File: src/mko_pkg.sv
package mko_pkg;

  // Sine and cosine table over one full turn. The depth is a power of two.
  localparam int TRIG_DEPTH = 1024;
  localparam int TRIG_IDX_W = $clog2(TRIG_DEPTH);
  localparam int TRIG_W     = 18;

  // Field widths.
  localparam int HEAD_W    = 16;
  localparam int ENC_W     = 32;
  localparam int DELTA_W   = ENC_W + 1;
  localparam int CMD_W     = 32;
  localparam int K16_W     = 16;
  localparam int OUT_W     = 32;
  localparam int CFG_IDX_W = 3;

  // Serial multiplier: parallel operand AW bits, serial operand BW bits in DW-bit digits.
  localparam int AW    = 44;
  localparam int BW    = 32;
  localparam int DW    = 8;
  localparam int ND    = BW / DW;
  localparam int CNT_W = $clog2(ND);
  localparam int HW    = AW + DW + 2;
  localparam int PW    = 76;

  // Bit-serial divide by one hundred.
  localparam int DQW      = 44;
  localparam int DCNT_W   = $clog2(DQW);
  localparam int REM_W    = 8;
  localparam int DIVISOR  = 100;
  localparam int DIV_HALF = DIVISOR / 2;

  // Heading to table index: 1/(2*pi) in Q0.32, then the index bits of the rounded product.
  localparam logic [BW-1:0] INV_TWO_PI_Q32 = 32'd683565276;
  localparam int K_RND_SH = 44 - TRIG_IDX_W;
  localparam int K_HI     = 44;
  localparam int K_LO     = 45 - TRIG_IDX_W;

  localparam longint PI_Q30      = 64'sd3373259426;
  localparam longint HALF_PI_Q30 = 64'sd1686629713;
  localparam longint TWO_PI_Q30  = 64'sd6746518852;

  // Taylor term divisors (2n)*(2n+1) in Q30, for n = 1 to 7.
  localparam longint TAYLOR_D1 = 64'sd6 <<< 30;
  localparam longint TAYLOR_D2 = 64'sd20 <<< 30;
  localparam longint TAYLOR_D3 = 64'sd42 <<< 30;
  localparam longint TAYLOR_D4 = 64'sd72 <<< 30;
  localparam longint TAYLOR_D5 = 64'sd110 <<< 30;
  localparam longint TAYLOR_D6 = 64'sd156 <<< 30;
  localparam longint TAYLOR_D7 = 64'sd210 <<< 30;

  typedef enum logic [CFG_IDX_W-1:0] {
    CFG_VX, CFG_VY, CFG_OMEGA, CFG_RADIUS, CFG_INV_RADIUS, CFG_LEVER, CFG_INV_LEVER
  } cfg_idx_t;

  typedef enum logic [2:0] {
    ST_IDLE, ST_LOAD, ST_MUL, ST_POST, ST_ROM, ST_DIV, ST_DONE
  } state_t;

  typedef enum logic [4:0] {
    OP_K, OP_LX1, OP_LX2, OP_LY1, OP_LY2, OP_T,
    OP_W1, OP_W2, OP_W3, OP_W4,
    OP_BX, OP_BY, OP_BT, OP_BT2,
    OP_GX1, OP_GX2, OP_GY1, OP_GY2
  } op_t;

  typedef logic signed [TRIG_W-1:0] trig_tbl_t [TRIG_DEPTH];

  // Taylor series sine of a Q30 angle in [0, 2.5*pi], result in Q16.16.
  function automatic longint sin_q30(input longint phi_in);
    longint phi;
    longint ax;
    longint x2;
    longint term;
    longint sum;
    phi = phi_in;
    if (phi > PI_Q30) phi = phi - TWO_PI_Q30;
    if (phi > HALF_PI_Q30) phi = PI_Q30 - phi;
    else if (phi < -HALF_PI_Q30) phi = -PI_Q30 - phi;
    ax = (phi < 0) ? -phi : phi;
    x2 = (ax * ax) >>> 30;
    term = phi;
    sum = phi;
    term = -((term * x2) / TAYLOR_D1);
    sum = sum + term;
    term = -((term * x2) / TAYLOR_D2);
    sum = sum + term;
    term = -((term * x2) / TAYLOR_D3);
    sum = sum + term;
    term = -((term * x2) / TAYLOR_D4);
    sum = sum + term;
    term = -((term * x2) / TAYLOR_D5);
    sum = sum + term;
    term = -((term * x2) / TAYLOR_D6);
    sum = sum + term;
    term = -((term * x2) / TAYLOR_D7);
    sum = sum + term;
    if (sum >= 0) return (sum + 64'sd8192) >>> 14;
    return -((-sum + 64'sd8192) >>> 14);
  endfunction

  function automatic trig_tbl_t make_trig(input bit cos_sel);
    trig_tbl_t tbl;
    longint phi;
    for (int k = 0; k < TRIG_DEPTH; k++) begin
      phi = (TWO_PI_Q30 * longint'(k)) / TRIG_DEPTH + (cos_sel ? HALF_PI_Q30 : 64'sd0);
      tbl[k] = TRIG_W'(sin_q30(phi));
    end
    return tbl;
  endfunction

  localparam trig_tbl_t SIN_TBL = make_trig(1'b0);
  localparam trig_tbl_t COS_TBL = make_trig(1'b1);

  // Divide by 2^sh, rounding half away from zero.
  function automatic logic signed [PW-1:0] rnd(input logic signed [PW-1:0] v,
                                               input int unsigned sh);
    logic signed [PW-1:0] h;
    logic signed [PW-1:0] t;
    h = {{(PW-1){1'b0}}, 1'b1} << (sh - 1);
    t = v + h - {{(PW-1){1'b0}}, v[PW-1]};
    return t >>> sh;
  endfunction

  function automatic logic signed [OUT_W-1:0] sat32(input logic signed [PW-1:0] v);
    if ((&v[PW-1:OUT_W-1]) || !(|v[PW-1:OUT_W-1])) return v[OUT_W-1:0];
    if (v[PW-1]) return {1'b1, {(OUT_W-1){1'b0}}};
    return {1'b0, {(OUT_W-1){1'b1}}};
  endfunction

endpackage

File: src/mko_smul.sv
// Digit-serial signed multiplier: one digit of b per cycle, least significant first.
module mko_smul (
  input  logic                             clk,
  input  logic                             rst_n,
  input  logic                             start,
  input  logic signed [mko_pkg::AW-1:0]    a,
  input  logic        [mko_pkg::BW-1:0]    b,
  output logic                             done,
  output logic signed [mko_pkg::PW-1:0]    prod
);

  localparam logic [mko_pkg::CNT_W-1:0] CNT_LAST = mko_pkg::CNT_W'(mko_pkg::ND - 1);

  logic                              busy_r;
  logic [mko_pkg::CNT_W-1:0]         cnt_r;
  logic signed [mko_pkg::AW-1:0]     a_r;
  logic [mko_pkg::BW-1:0]            b_r;
  logic signed [mko_pkg::HW-1:0]     hi_r;
  logic [mko_pkg::BW-1:0]            lo_r;

  logic signed [mko_pkg::DW:0]       dig;
  logic signed [mko_pkg::AW+mko_pkg::DW:0] pp;
  logic signed [mko_pkg::HW-1:0]     t;
  logic [mko_pkg::HW+mko_pkg::BW-1:0] full;

  always_comb begin
    // The top digit carries the sign of b.
    if (cnt_r == CNT_LAST) dig = {b_r[mko_pkg::DW-1], b_r[mko_pkg::DW-1:0]};
    else dig = {1'b0, b_r[mko_pkg::DW-1:0]};
    pp = a_r * dig;
    t = hi_r + {{(mko_pkg::HW-mko_pkg::AW-mko_pkg::DW-1){pp[mko_pkg::AW+mko_pkg::DW]}}, pp};
    full = {hi_r, lo_r};
    prod = full[mko_pkg::PW-1:0];
    done = busy_r && (cnt_r == CNT_LAST);
  end

  always_ff @(posedge clk) begin
    if (!rst_n) begin
      busy_r <= 1'b0;
      cnt_r  <= '0;
    end else if (start) begin
      busy_r <= 1'b1;
      cnt_r  <= '0;
    end else if (busy_r) begin
      cnt_r <= cnt_r + 1'b1;
      if (cnt_r == CNT_LAST) busy_r <= 1'b0;
    end
  end

  always_ff @(posedge clk) begin
    if (start) begin
      a_r  <= a;
      b_r  <= b;
      hi_r <= '0;
      lo_r <= '0;
    end else if (busy_r) begin
      hi_r <= t >>> mko_pkg::DW;
      lo_r <= {t[mko_pkg::DW-1:0], lo_r[mko_pkg::BW-1:mko_pkg::DW]};
      b_r  <= b_r >> mko_pkg::DW;
    end
  end

endmodule

File: config.mk
export PLATFORM = sky130hd
export DESIGN_NAME = mko_smul
export DESIGN_NICKNAME = d
export VERILOG_FILES = /design/src/mko_pkg.sv /design/src/mko_smul.sv
export SDC_FILE = /design/constraint.sdc
export NUM_CORES = 1
export LEC_CHECK = 0
export BUFFER_PORTS_ARGS = -buffer_cell sky130_fd_sc_hd__clkbuf_2
export CAP_MARGIN = 5
export CORE_UTILIZATION = 50
export DETAILED_ROUTE_END_ITERATION = 16
export GPL_ROUTABILITY_DRIVEN = 0
export PLACE_DENSITY = 0.68
export SYNTH_ARGS = -nofsm -noshare
export SYNTH_HDL_FRONTEND = slang
export SYNTH_SLANG_ARGS = --single-unit
export TNS_END_PERCENT = 50
File: constraint.sdc
create_clock -name clk -period 7.5 [get_ports clk]
set_clock_uncertainty 0.2 [all_clocks]
set_input_delay 1.125 -clock clk [delete_from_list [all_inputs] [get_ports clk]]
set_output_delay 1.125 -clock clk [all_outputs]
set_load 0.1 [all_outputs]
==> After elaboration in Yosys (flattened, before gate mapping) <==
Index checks and enable logic that the tools add are counted.
Widths: inputs -> output; s select.
{ "op_classes": {"addsub": 2, "multipliers": 1, "n_eq_ne": 1, "n_mux": 6, "bitwise": 1, "reduce_logical": 3} }
{ "ops": {"columns": ["operator", "count"], "rows": [
  ["$mux 32", 2],
  ["$add 46x53->54", 1],
  ["$mul 44x9->53", 1],
  ["$mux 9", 1],
  ["$mux 1", 3],
  ["$add 2x1->2 const B", 1],
  ["$eq 2x2->1 const B", 1],
  ["$reduce_bool 2->1", 1],
  ["$reduce_or 2->1", 1],
  ["$logic_and 1x1->1", 1],
  ["$not 1->1", 1]
]} }
{ "word_totals": {"register_bits": 157, "in_bits": 79, "out_inout_bits": 77, "elab_cells": 20} }

==> Logic depth before layout (Yosys ltp) <==
Gate-level depths: netlist of the first run.
{ "depth": {"depth_word": 4, "ltp_mapped": 24, "mapped_depth_nobuf": 22} }

==> Worst setup path after synthesis of the first run <==
OpenSTA, ideal clock, no wires.
{ "synth_path": {"path_type": "register -> register", "startpoint": "reg cnt_r[0] (netlist name)", "endpoint": "reg hi_r[44] (netlist name)", "setup_ns": 0.087, "arrival_ns": 5.540, "required_ns": 7.213, "slack_ns": 1.673, "stages_incl_launch_ff": 25, "n_path_buf": 2, "period_less_slack_ns": 5.827, "cell_sequence": "dfxtp_1 > ha_1 > nand2_1 > clkbuf_1 > nor2_1 > fa_1 > inv_1 > fa_1 > inv_1 > fa_1 > inv_1 > fa_1 > fa_1 > inv_1 > ha_1 > clkbuf_1 > a21oi_1 > o21ai_0 > a221o_1 > a211oi_2 > a21oi_1 > o21ai_1 > a21oi_1 > o21a_1 > o31ai_1"} }
{ "synth_between": {"elab_chain_len": 4} }
{ "synth_rtl": {"columns": ["item", "line", "text"], "rows": [
  ["start, declared", "mko_smul.sv:15", "logic [mko_pkg::CNT_W-1:0] cnt_r;"],
  ["start signal, assigned", "mko_smul.sv:45", "cnt_r <= cnt_r + 1'b1;"],
  ["$eq 2x2->1", "mko_smul.sv:28", "if (cnt_r == CNT_LAST) dig = {b_r[mko_pkg::DW-1], b_r[mko_pkg::DW-1:0]};"],
  ["$mux 9", "mko_smul.sv:28", null],
  ["$mul 44x9->53", "mko_smul.sv:30", "pp = a_r * dig;"],
  ["$add 46x53->54", "mko_smul.sv:31", "t = hi_r + {{(mko_pkg::HW-mko_pkg::AW-mko_pkg::DW-1){pp[mko_pkg::AW+mko_pkg::DW]}}, pp};"],
  ["end signal, assigned", "mko_smul.sv:57", "hi_r <= t >>> mko_pkg::DW;"],
  ["end, declared", "mko_smul.sv:18", "logic signed [mko_pkg::HW-1:0] hi_r;"]
]} }
No other way between the ends.
A chain may end at the register's enable or synchronous reset.

==> Worst setup path in the final report of the first run <==
{ "layout_path": {"startpoint": "reg b_r[2] (netlist name)", "endpoint": "reg hi_r[41] (netlist name)"} }
{ "layout_between": {"elab_chain_len": 3} }
{ "layout_rtl": {"columns": ["item", "line", "text"], "rows": [
  ["start, declared", "mko_smul.sv:17", "logic [mko_pkg::BW-1:0] b_r;"],
  ["start signal, assigned", "mko_smul.sv:59", "b_r <= b_r >> mko_pkg::DW;"],
  ["$mux 9", "mko_smul.sv:28", null],
  ["$mul 44x9->53", "mko_smul.sv:30", null],
  ["$add 46x53->54", "mko_smul.sv:31", null]
]} }
No other way between the ends.

==> flow_summary.json, run 1 <==
{
  "clk_pin_slew_ns": 0.07,
  "ys_seq_area_frac": 0.1887,
  "route.final.wire_length_um": 50530,
  "synthDistinctLibCells": 56,
  "ant_nets": 0,
  "ys_seq_elements": 157,
  "grt_pass1_vias": 16010,
  "netlist_instances": 2191,
  "synth-edff-count": 76,
  "r2r-start": "b_r[2]",
  "holdPathStages": 2,
  "ctsHtreeMaxLevel": 4,
  "core-area_um2": 40830,
  "clockBufferDepth": 2,
  "wl_per_cell_um": 18.11,
  "post-route-period-util": 0.9356,
  "grt_max_degree": 84,
  "finalHoldViolations": 0,
  "slew_headroom": 0.2502,
  "endpoint_kind": "register",
  "reg2reg_depth": 20,
  "area_delta_synth_final_pct": 7.174,
  "drc": 0,
  "syn_area_per_cell_um2": 9.440,
  "fp.dieH_um": 205.4,
  "initial_core_util": 0.5066,
  "num_rows": 74,
  "cts_root_buf": "clkbuf_16",
  "synth_most_common_cell": "inv_1",
  "fin_nets": 2810,
  "grt_overflow": 0,
  "crit_required_ns": 7.66,
  "setup_tns_ns": 0,
  "slew_viol_final": 0,
  "cp-start-kind": "register",
  "status": "completed",
  "crit_type": "register to register",
  "antennaDiodeCount": 0,
  "cts_resized": 0,
  "viasPerCell": 5.349,
  "grt_pass1_wl_um": 83440,
  "io_pins": 156,
  "syn_area_um2": 20680,
  "first_iter_violations": 962,
  "ys.warnings.count": 0,
  "io_buffers": 155,
  "cts_setup_buffers": 0,
  "hold_path.class": "register to register",
  "synth_area_leaders": "fa_1 (36%), edfxtp_1 (11%), inv_1 (8.1%)",
  "clock-sinks": 157,
  "layout-drive-gt1-share": 0.1098,
  "die_width_um": 205.4,
  "r2r_setup_slack_ns": 0.48,
  "yosysTopAreaCellShare": 0.3552,
  "crit_fanout": 20,
  "dieArea_um2": 42190,
  "max_freq_ghz": 0.1425,
  "min_period_ns": 7.017,
  "grt_usage": 0.2603,
  "yosysTopAreaCell": "fa_1",
  "drv_cap": 0,
  "worst_pin_slew_ns": 1.125,
  "vias": 14920,
  "synthArstFlopShare": 0,
  "ctsHoldBuffers": 0,
  "cp_data_arrival_time_ns": 7.18,
  "firstDrtPassIters": 6,
  "critPathLaunch": "b_r[2]",
  "yosys-top-cells-count": "inv_1 (447), fa_1 (367), nand2_1 (242), and2_1 (186), nor2_1 (121)",
  "layoutNonFillerInstCount": 2790,
  "antenna_found_initial": 0,
  "clock_latency_ns": 0.49,
  "cts_tree": "built",
  "r2r-end": "hi_r[41]",
  "setup_violations": 0,
  "dp_cells": 2758,
  "worstHoldEndpoint": "hi_r[44]",
  "dp_hpwl_um": 39860,
  "hp-start": "hi_r[44]",
  "syn_nets": 2756,
  "ys.flop_type": "dfxtp_1",
  "cts_buffers": 17,
  "rsz0062_at_grt": "false"
}
-- layer usage --
layer  vias to the layer above  wire [um]  global-route usage
met5                         -          0                   0
met4                         0       1537              0.1069
met3                        98       2967             0.04466
met2                       483      26180              0.4589
met1                      7573      19840              0.3141
li1                       6770          -                   -
-- how the worst max path moves through the flow --
stage          endpoint  slack [ns]  cells after the start
2_1_floorplan  hi_r[44]        1.67                     24
3_3_place_gp   hi_r[41]        0.83                     20
3_5_place_dp   hi_r[41]        0.73                     20
4_1_cts        hi_r[41]        0.68                     20
5_1_grt        hi_r[41]        0.24                     20
6_report       hi_r[41]        0.48                     20
-- cell type report --
cell class | count | area (um2)
fill | 3673 | 18660
multi-input combinational | 1446 | 14400
sequential | 157 | 3908
inverter | 447 | 1678
timing repair buffer | 176 | 952.2
tap | 532 | 665.6
clock buffer | 19 | 452.9
clock inverter | 13 | 112.6
-- cells in the final DEF, fill, tap and decap left out, types with 8 or more instances in the layout --
master	count
o21ai_0	45
dfxtp_1	80
fa_1	367
xnor2_1	30
o21a_1	9
and3_1	8
a21o_1	33
nand3_1	15
xor2_1	20
and2_1	186
a21oi_1	60
buf_4	20
nand2_1	242
clkbuf_2	154
nor2_1	120
ha_1	119
edfxtp_1	76
o21bai_1	12
inv_1	447
mux2_2	24
nor3_1	13
clkbuf_16	17
mux2i_1	51
nand4_1	16
-- critical path, stage by stage (launching register included) --
cell and delay (ns):
edfxtp_1 1.10, buf_4 0.30, nand2_1 0.07, fa_1 0.49
inv_1 0.05, fa_1 0.48, fa_1 0.56, inv_1 0.05
fa_1 0.48, inv_1 0.05, fa_1 0.46, ha_1 0.36
a21o_1 0.24, o21ai_0 0.41, nand4_1 0.20, o211ai_1 0.30
o21ai_1 0.20, a21oi_1 0.45, o21ai_0 0.19, xnor2_1 0.16
o21ai_0 0.09
-- state kept, by name, summed over array words and instances, names as in the netlist --
register / count
cnt_r: 2
b_r: 32
hi_r: 46
lo_r: 32
a_r: 44
busy_r: 1
-- metrics by stage --
step | hold WS [ns] | worst slack [ns] | area [um2] | util
floorplan | 0.2318 | 1.673 | 20680 | -
global placement | 0.2596 | 0.8278 | 21600 | 0.5290
detailed placement | 0.2653 | 0.7347 | 21600 | 0.5290
CTS | 0.2763 | 0.6763 | 22170 | 0.5429
global route | 0.3224 | 0.2354 | 22170 | 0.5429
finish | 0.2766 | 0.4833 | 22170 | 0.5429
-- kinds of logic after synthesis --
kind of cell             after synthesis  synth area share
AO/OA/AOI/OAI                        210           0.06515
flip-flops                           157            0.1887
adder cells (fa/ha/maj)              486            0.4272
AND/OR/NAND/NOR                      625            0.1448
XOR/XNOR                              50           0.02117
buffers and inverters                588            0.1152
multiplexers                          75           0.03775
Power of run 1 is left out: the tool's default activity adds up to more than one toggle a clock period on the data nets, which glitch-free logic cannot reach.
==> run 2: changes to the inputs <==
--- a/config.mk
+++ b/config.mk
@@ -11,6 +11,7 @@
 export DETAILED_ROUTE_END_ITERATION = 16
 export GPL_ROUTABILITY_DRIVEN = 0
 export PLACE_DENSITY = 0.68
+export REMOVE_ABC_BUFFERS = 1
 export SYNTH_ARGS = -nofsm -noshare
 export SYNTH_HDL_FRONTEND = slang
 export SYNTH_SLANG_ARGS = --single-unit
==> run 2 against run 1 <==
Against the previous run: sequential share of layout area hardly changed; count of clock-buffer cells in the layout is 1 lower; critical path depth is 3 lower; sequential cell count stayed put; core utilization is 0.15 points higher; non-clock buffer count is 1 lower; cell area is 0.27% higher; worst setup slack better by 0.23 ns; die area stayed put; cell count hardly changed; highest routed layer unchanged.
==> flow_summary.json, run 2 (same netlist as run 1, synthesis figures left out) <==
{
  "drc": 0,
  "use_met1": 0.3158,
  "dieArea_um2": 42190,
  "cp_data_arrival_time_ns": 6.96,
  "clk_pin_slew_ns": 0.08,
  "dp_hpwl_um": 40030,
  "max_freq_ghz": 0.1473,
  "route.final.wire_length_um": 49360,
  "rsz0062_at_grt": "false",
  "placed_area_um2": 21590,
  "drv_cap": 0,
  "design_area_um2": 22230,
  "layout-drive-gt1-share": 0.1094,
  "ctsHtreeMaxLevel": 4,
  "fillers": 3704,
  "reg_top3": "hi_r: 46 flops, a_r: 44 flops",
  "vias": 14750,
  "clock-sinks": 157,
  "grt_usage": 0.2504,
  "num_rows": 74,
  "ctsHoldBuffers": 0,
  "die_width_um": 205.4,
  "final_cell_mix": "inv_1 (447), fa_1 (367), nand2_1 (242)",
  "fin_nets": 2809,
  "largest_reg_flops": 46,
  "busiest_layer": "met2",
  "antennaDiodeCount": 0,
  "clock_latency_ns": 0.48,
  "crit_type": "register to register",
  "post-route-period-util": 0.9054,
  "setup_violations": 0,
  "final_common_cell": "inv_1",
  "met2_usage": 0.4250,
  "io_buffers": 155,
  "worst_pin_slew_ns": 1.169,
  "cp-start-kind": "register",
  "grt_use_met3": 0.05686,
  "finalHoldViolations": 0,
  "core-area_um2": 40830,
  "whs_ns": 0.3027,
  "crit_path_frequent_cell": "fa_1",
  "first_iter_violations": 755,
  "io_pins": 156,
  "slowest_delay_ns": 1.07,
  "cts_resized": 0,
  "grt_pass1_vias": 15790,
  "cpLargestDelayFamily": "adder cells",
  "ant_nets": 0,
  "firstDrtPassIters": 5,
  "setup_tns_ns": 0,
  "slew_headroom": 0.2205,
  "antenna_found_initial": 0,
  "clockBufferDepth": 2,
  "crit_path_top_delay_cell": "edfxtp_1",
  "hold_path.class": "register to register",
  "cts_root_buf": "clkbuf_16",
  "fin_ws_ns": 0.7095,
  "min_period_ns": 6.790,
  "status": "completed",
  "cts_buffers": 17,
  "endpoint_kind": "register",
  "fp.dieH_um": 205.4,
  "path_cells": "buf_4, nand2_1, fa_1, fa_1, fa_1, fa_1, fa_1, inv_1, ha_1, nand4_1, nor3_1, o2111ai_1, nand2_1, a211o_1, nand4_1, a21o_1, a32o_1",
  "grt_overflow": 0,
  "wl_per_cell_um": 17.70,
  "crit_fanout": 23,
  "grt_max_degree": 79,
  "cts_setup_buffers": 0,
  "slew_viol_final": 0,
  "path_buf_inv": 2,
  "initial_core_util": 0.5066,
  "cts_tree": "built",
  "area_delta_synth_final_pct": 7.465,
  "viasPerCell": 5.290,
  "grt_pass1_wl_um": 80940,
  "dp_slack_ns": 0.7617,
  "regMostFlops": "hi_r",
  "crit_required_ns": 7.66
}
run 2: path summary, 6_finish.rpt:
path | from | endpoint | slack, ns | depth (start not counted)
max reg2reg | b_r[1] | hi_r[42] | 0.71 | 17
min reg2reg | lo_r[5] | lo_r[5] | 0.30 | 2
max | b_r[1] | hi_r[42] | 0.71 | 17
min | lo_r[5] | lo_r[5] | 0.30 | 2
run 2: stage by stage:
step / cells / util
after global placement: 2757 / 0.5289
after floorplan: 2050 / -
after CTS: 2789 / 0.5444
after global routing: 2789 / 0.5444
final: 2789 / 0.5444
after detailed placement: 2757 / 0.5289
run 2: layout make-up:
class,instances,area (um2),area share
multi-input combinational,1446,14400,0.6478
sequential,157,3908,0.1758
inverter,447,1678,0.07549
clock buffer,18,450.4,0.02026
tap,532,665.6,0.02995
clock inverter,14,182.7,0.008218
timing repair buffer,175,944.7,0.04250
run 2: metal layers:
layer	share of wire	wire [um]
met4	0.025	1241
met2	0.49	24240
met1	0.42	20900
met5	0	0
met3	0.060	2975
run 2: worst register-to-register path: stages, from the launching register on:
cell,delay (ns)
edfxtp_1,1.07
buf_4,0.44
nand2_1,0.16
fa_1,0.55
fa_1,0.45
fa_1,0.57
fa_1,0.43
fa_1,0.49
inv_1,0.04
ha_1,0.40
nand4_1,0.18
nor3_1,0.37
o2111ai_1,0.29
nand2_1,0.20
a211o_1,0.23
nand4_1,0.14
a21o_1,0.23
a32o_1,0.24
Power of run 2 is left out for the same reason.
==> run 3: changes to the inputs <==
--- a/config.mk
+++ b/config.mk
@@ -7,10 +7,11 @@
 export LEC_CHECK = 0
 export BUFFER_PORTS_ARGS = -buffer_cell sky130_fd_sc_hd__clkbuf_2
 export CAP_MARGIN = 5
-export CORE_UTILIZATION = 50
+export CORE_ASPECT_RATIO = 1.1
+export CORE_UTILIZATION = 55
 export DETAILED_ROUTE_END_ITERATION = 16
 export GPL_ROUTABILITY_DRIVEN = 0
-export PLACE_DENSITY = 0.68
+export PLACE_DENSITY = 0.74
 export REMOVE_ABC_BUFFERS = 1
 export SYNTH_ARGS = -nofsm -noshare
 export SYNTH_HDL_FRONTEND = slang
==> run 3 against run 2 <==
Against the previous run: routed wire length is 0.30% higher; maximum frequency shrank 0.58%; core utilization rose by 5.1 points; via count up 1.8%; global-route usage up 2.7 points; critical path depth up 2; largest cell class unchanged; highest routed layer unchanged.
==> flow_summary.json, run 3 (same netlist as run 1, synthesis figures left out) <==
{
  "status": "completed",
  "r2r-end": "hi_r[41]",
  "holdPathStages": 2,
  "slew_viol_final": 0,
  "cts_tree": "built",
  "ant_nets": 0,
  "path_cells": "buf_4, buf_4, nand2_1, fa_1, fa_1, fa_1, fa_1, fa_1, inv_1, ha_1, a21o_1, a21o_1, a21oi_1, o21ai_0, a311o_1, a21oi_1, o21ai_0, xnor2_1, o21ai_0",
  "cp_data_arrival_time_ns": 6.95,
  "min_period_ns": 6.830,
  "cts_buffers": 17,
  "grt_pass1_vias": 16220,
  "largest_reg_flops": 46,
  "firstDrtPassIters": 8,
  "setup_tns_ns": 0,
  "antennaDiodeCount": 0,
  "cts_setup_buffers": 0,
  "final_common_cell": "inv_1",
  "fin_nets": 2804,
  "r2r-start": "b_r[0]",
  "dieArea_um2": 38390,
  "io_buffers": 155,
  "cp-start-kind": "register",
  "fin_util": 0.5952,
  "regMostFlops": "hi_r",
  "worst_pin_slew_ns": 1.185,
  "drc": 0,
  "drv_cap": 0,
  "layout-drive-gt1-share": 0.1075,
  "ctsHtreeMaxLevel": 4,
  "route.final.wire_length_um": 49510,
  "ctsHoldBuffers": 0,
  "dp_hpwl_um": 38890,
  "first_iter_violations": 913,
  "fp.dieH_um": 205.4,
  "viasPerCell": 5.471,
  "cts_root_buf": "clkbuf_16",
  "grt_usage": 0.2778,
  "post-route-period-util": 0.9107,
  "fillers": 3172,
  "wl_per_cell_um": 18.03,
  "reg_top3": "hi_r: 46 flops, a_r: 44 flops",
  "rsz0062_at_grt": "false",
  "clock-sinks": 157,
  "r2r_setup_slack_ns": 0.67,
  "reg2reg_depth": 19,
  "hold_path.class": "register to register",
  "initial_core_util": 0.5571,
  "clk_pin_slew_ns": 0.07,
  "clock_latency_ns": 0.48,
  "core-area_um2": 37130,
  "crit_path_top_delay_cell": "edfxtp_1",
  "antenna_found_initial": 0,
  "endpoint_kind": "register",
  "io_pins": 156,
  "crit_type": "register to register",
  "max_freq_ghz": 0.1464,
  "crit_required_ns": 7.62,
  "slew_headroom": 0.2092,
  "crit_fanout": 23,
  "worstHoldEndpoint": "hi_r[44]",
  "die_width_um": 186.9,
  "final_cell_mix": "inv_1 (447), fa_1 (367), nand2_1 (242)",
  "hp-start": "hi_r[44]",
  "num_rows": 74,
  "area_delta_synth_final_pct": 6.848,
  "multiInputGateArea_um2": 14400,
  "grt_max_degree": 73,
  "setup_violations": 0,
  "finalHoldViolations": 0,
  "clockBufferDepth": 2,
  "crit_path_frequent_cell": "fa_1",
  "slowest_delay_ns": 1.02,
  "vias": 15020,
  "grt_overflow": 0,
  "grt_pass1_wl_um": 82860,
  "regArea_um2": 3908,
  "cts_resized": 0
}
[run 3: cell count changes in the layout (fill, tap and decap cells not counted), sizes merged]
| cell | previous run | this run |
|---|---|---|
| buf | 21 | 16 |
| bufinv | 0 | 1 |
| clkinvlp | 0 | 1 |
| clkinv | 7 | 4 |
| inv | 454 | 455 |
[run 3: area by class of cell]
cell class | instances | area share
multi-input cells | 1446 | 0.6515
clock buffers | 18 | 0.01959
well taps | 494 | 0.02797
repair buffers | 170 | 0.04031
inverters | 447 | 0.07592
flip-flops and latches | 157 | 0.1768
clock inverters | 14 | 0.007870
[run 3: metal layers]
metal  track usage  share of wire  wire (um)  vias to the layer above
met5             0              0          0                        -
met4        0.1279          0.039       1949                        0
met3       0.04690          0.058       2875                      140
met2        0.4920           0.52      25510                      528
met1        0.3319           0.39      19170                     7590
li1              -              -          -                     6764
[run 3: worst max-delay path by stage]
stage / start / end / depth (start not counted)
2_1_floorplan: b_r[7] / hi_r[39] / 20
3_3_place_gp: b_r[0] / hi_r[41] / 19
3_5_place_dp: b_r[0] / hi_r[41] / 19
4_1_cts: b_r[0] / hi_r[41] / 19
5_1_grt: b_r[0] / hi_r[41] / 19
6_report: b_r[0] / hi_r[41] / 19
[run 3: through the flow]
stage | instance area, um2 | hold slack (ns) | instances | setup WS (ns)
2_1_floorplan | 19980 | 0.2318 | 2050 | 0.7902
3_3_place_gp | 21490 | 0.2731 | 2714 | 0.8899
6_report | 22100 | 0.2914 | 2746 | 0.6701
4_1_cts | 22100 | 0.2927 | 2746 | 0.7785
5_1_grt | 22100 | 0.3130 | 2746 | 0.4047
3_5_place_dp | 21490 | 0.2802 | 2714 | 0.8154
[run 3: worst max-delay path: cells and delay by family, from the launching register on]
family                   cells  cell delay (ns)
adder cells (fa/ha/maj)      6             2.94
flip-flops                   1             1.02
XOR/XNOR                     1             0.14
AO/OA/AOI/OAI                8             1.62
AND/OR/NAND/NOR              1             0.08
buffers and inverters        3             0.65
Power of run 3 is left out for the same reason.
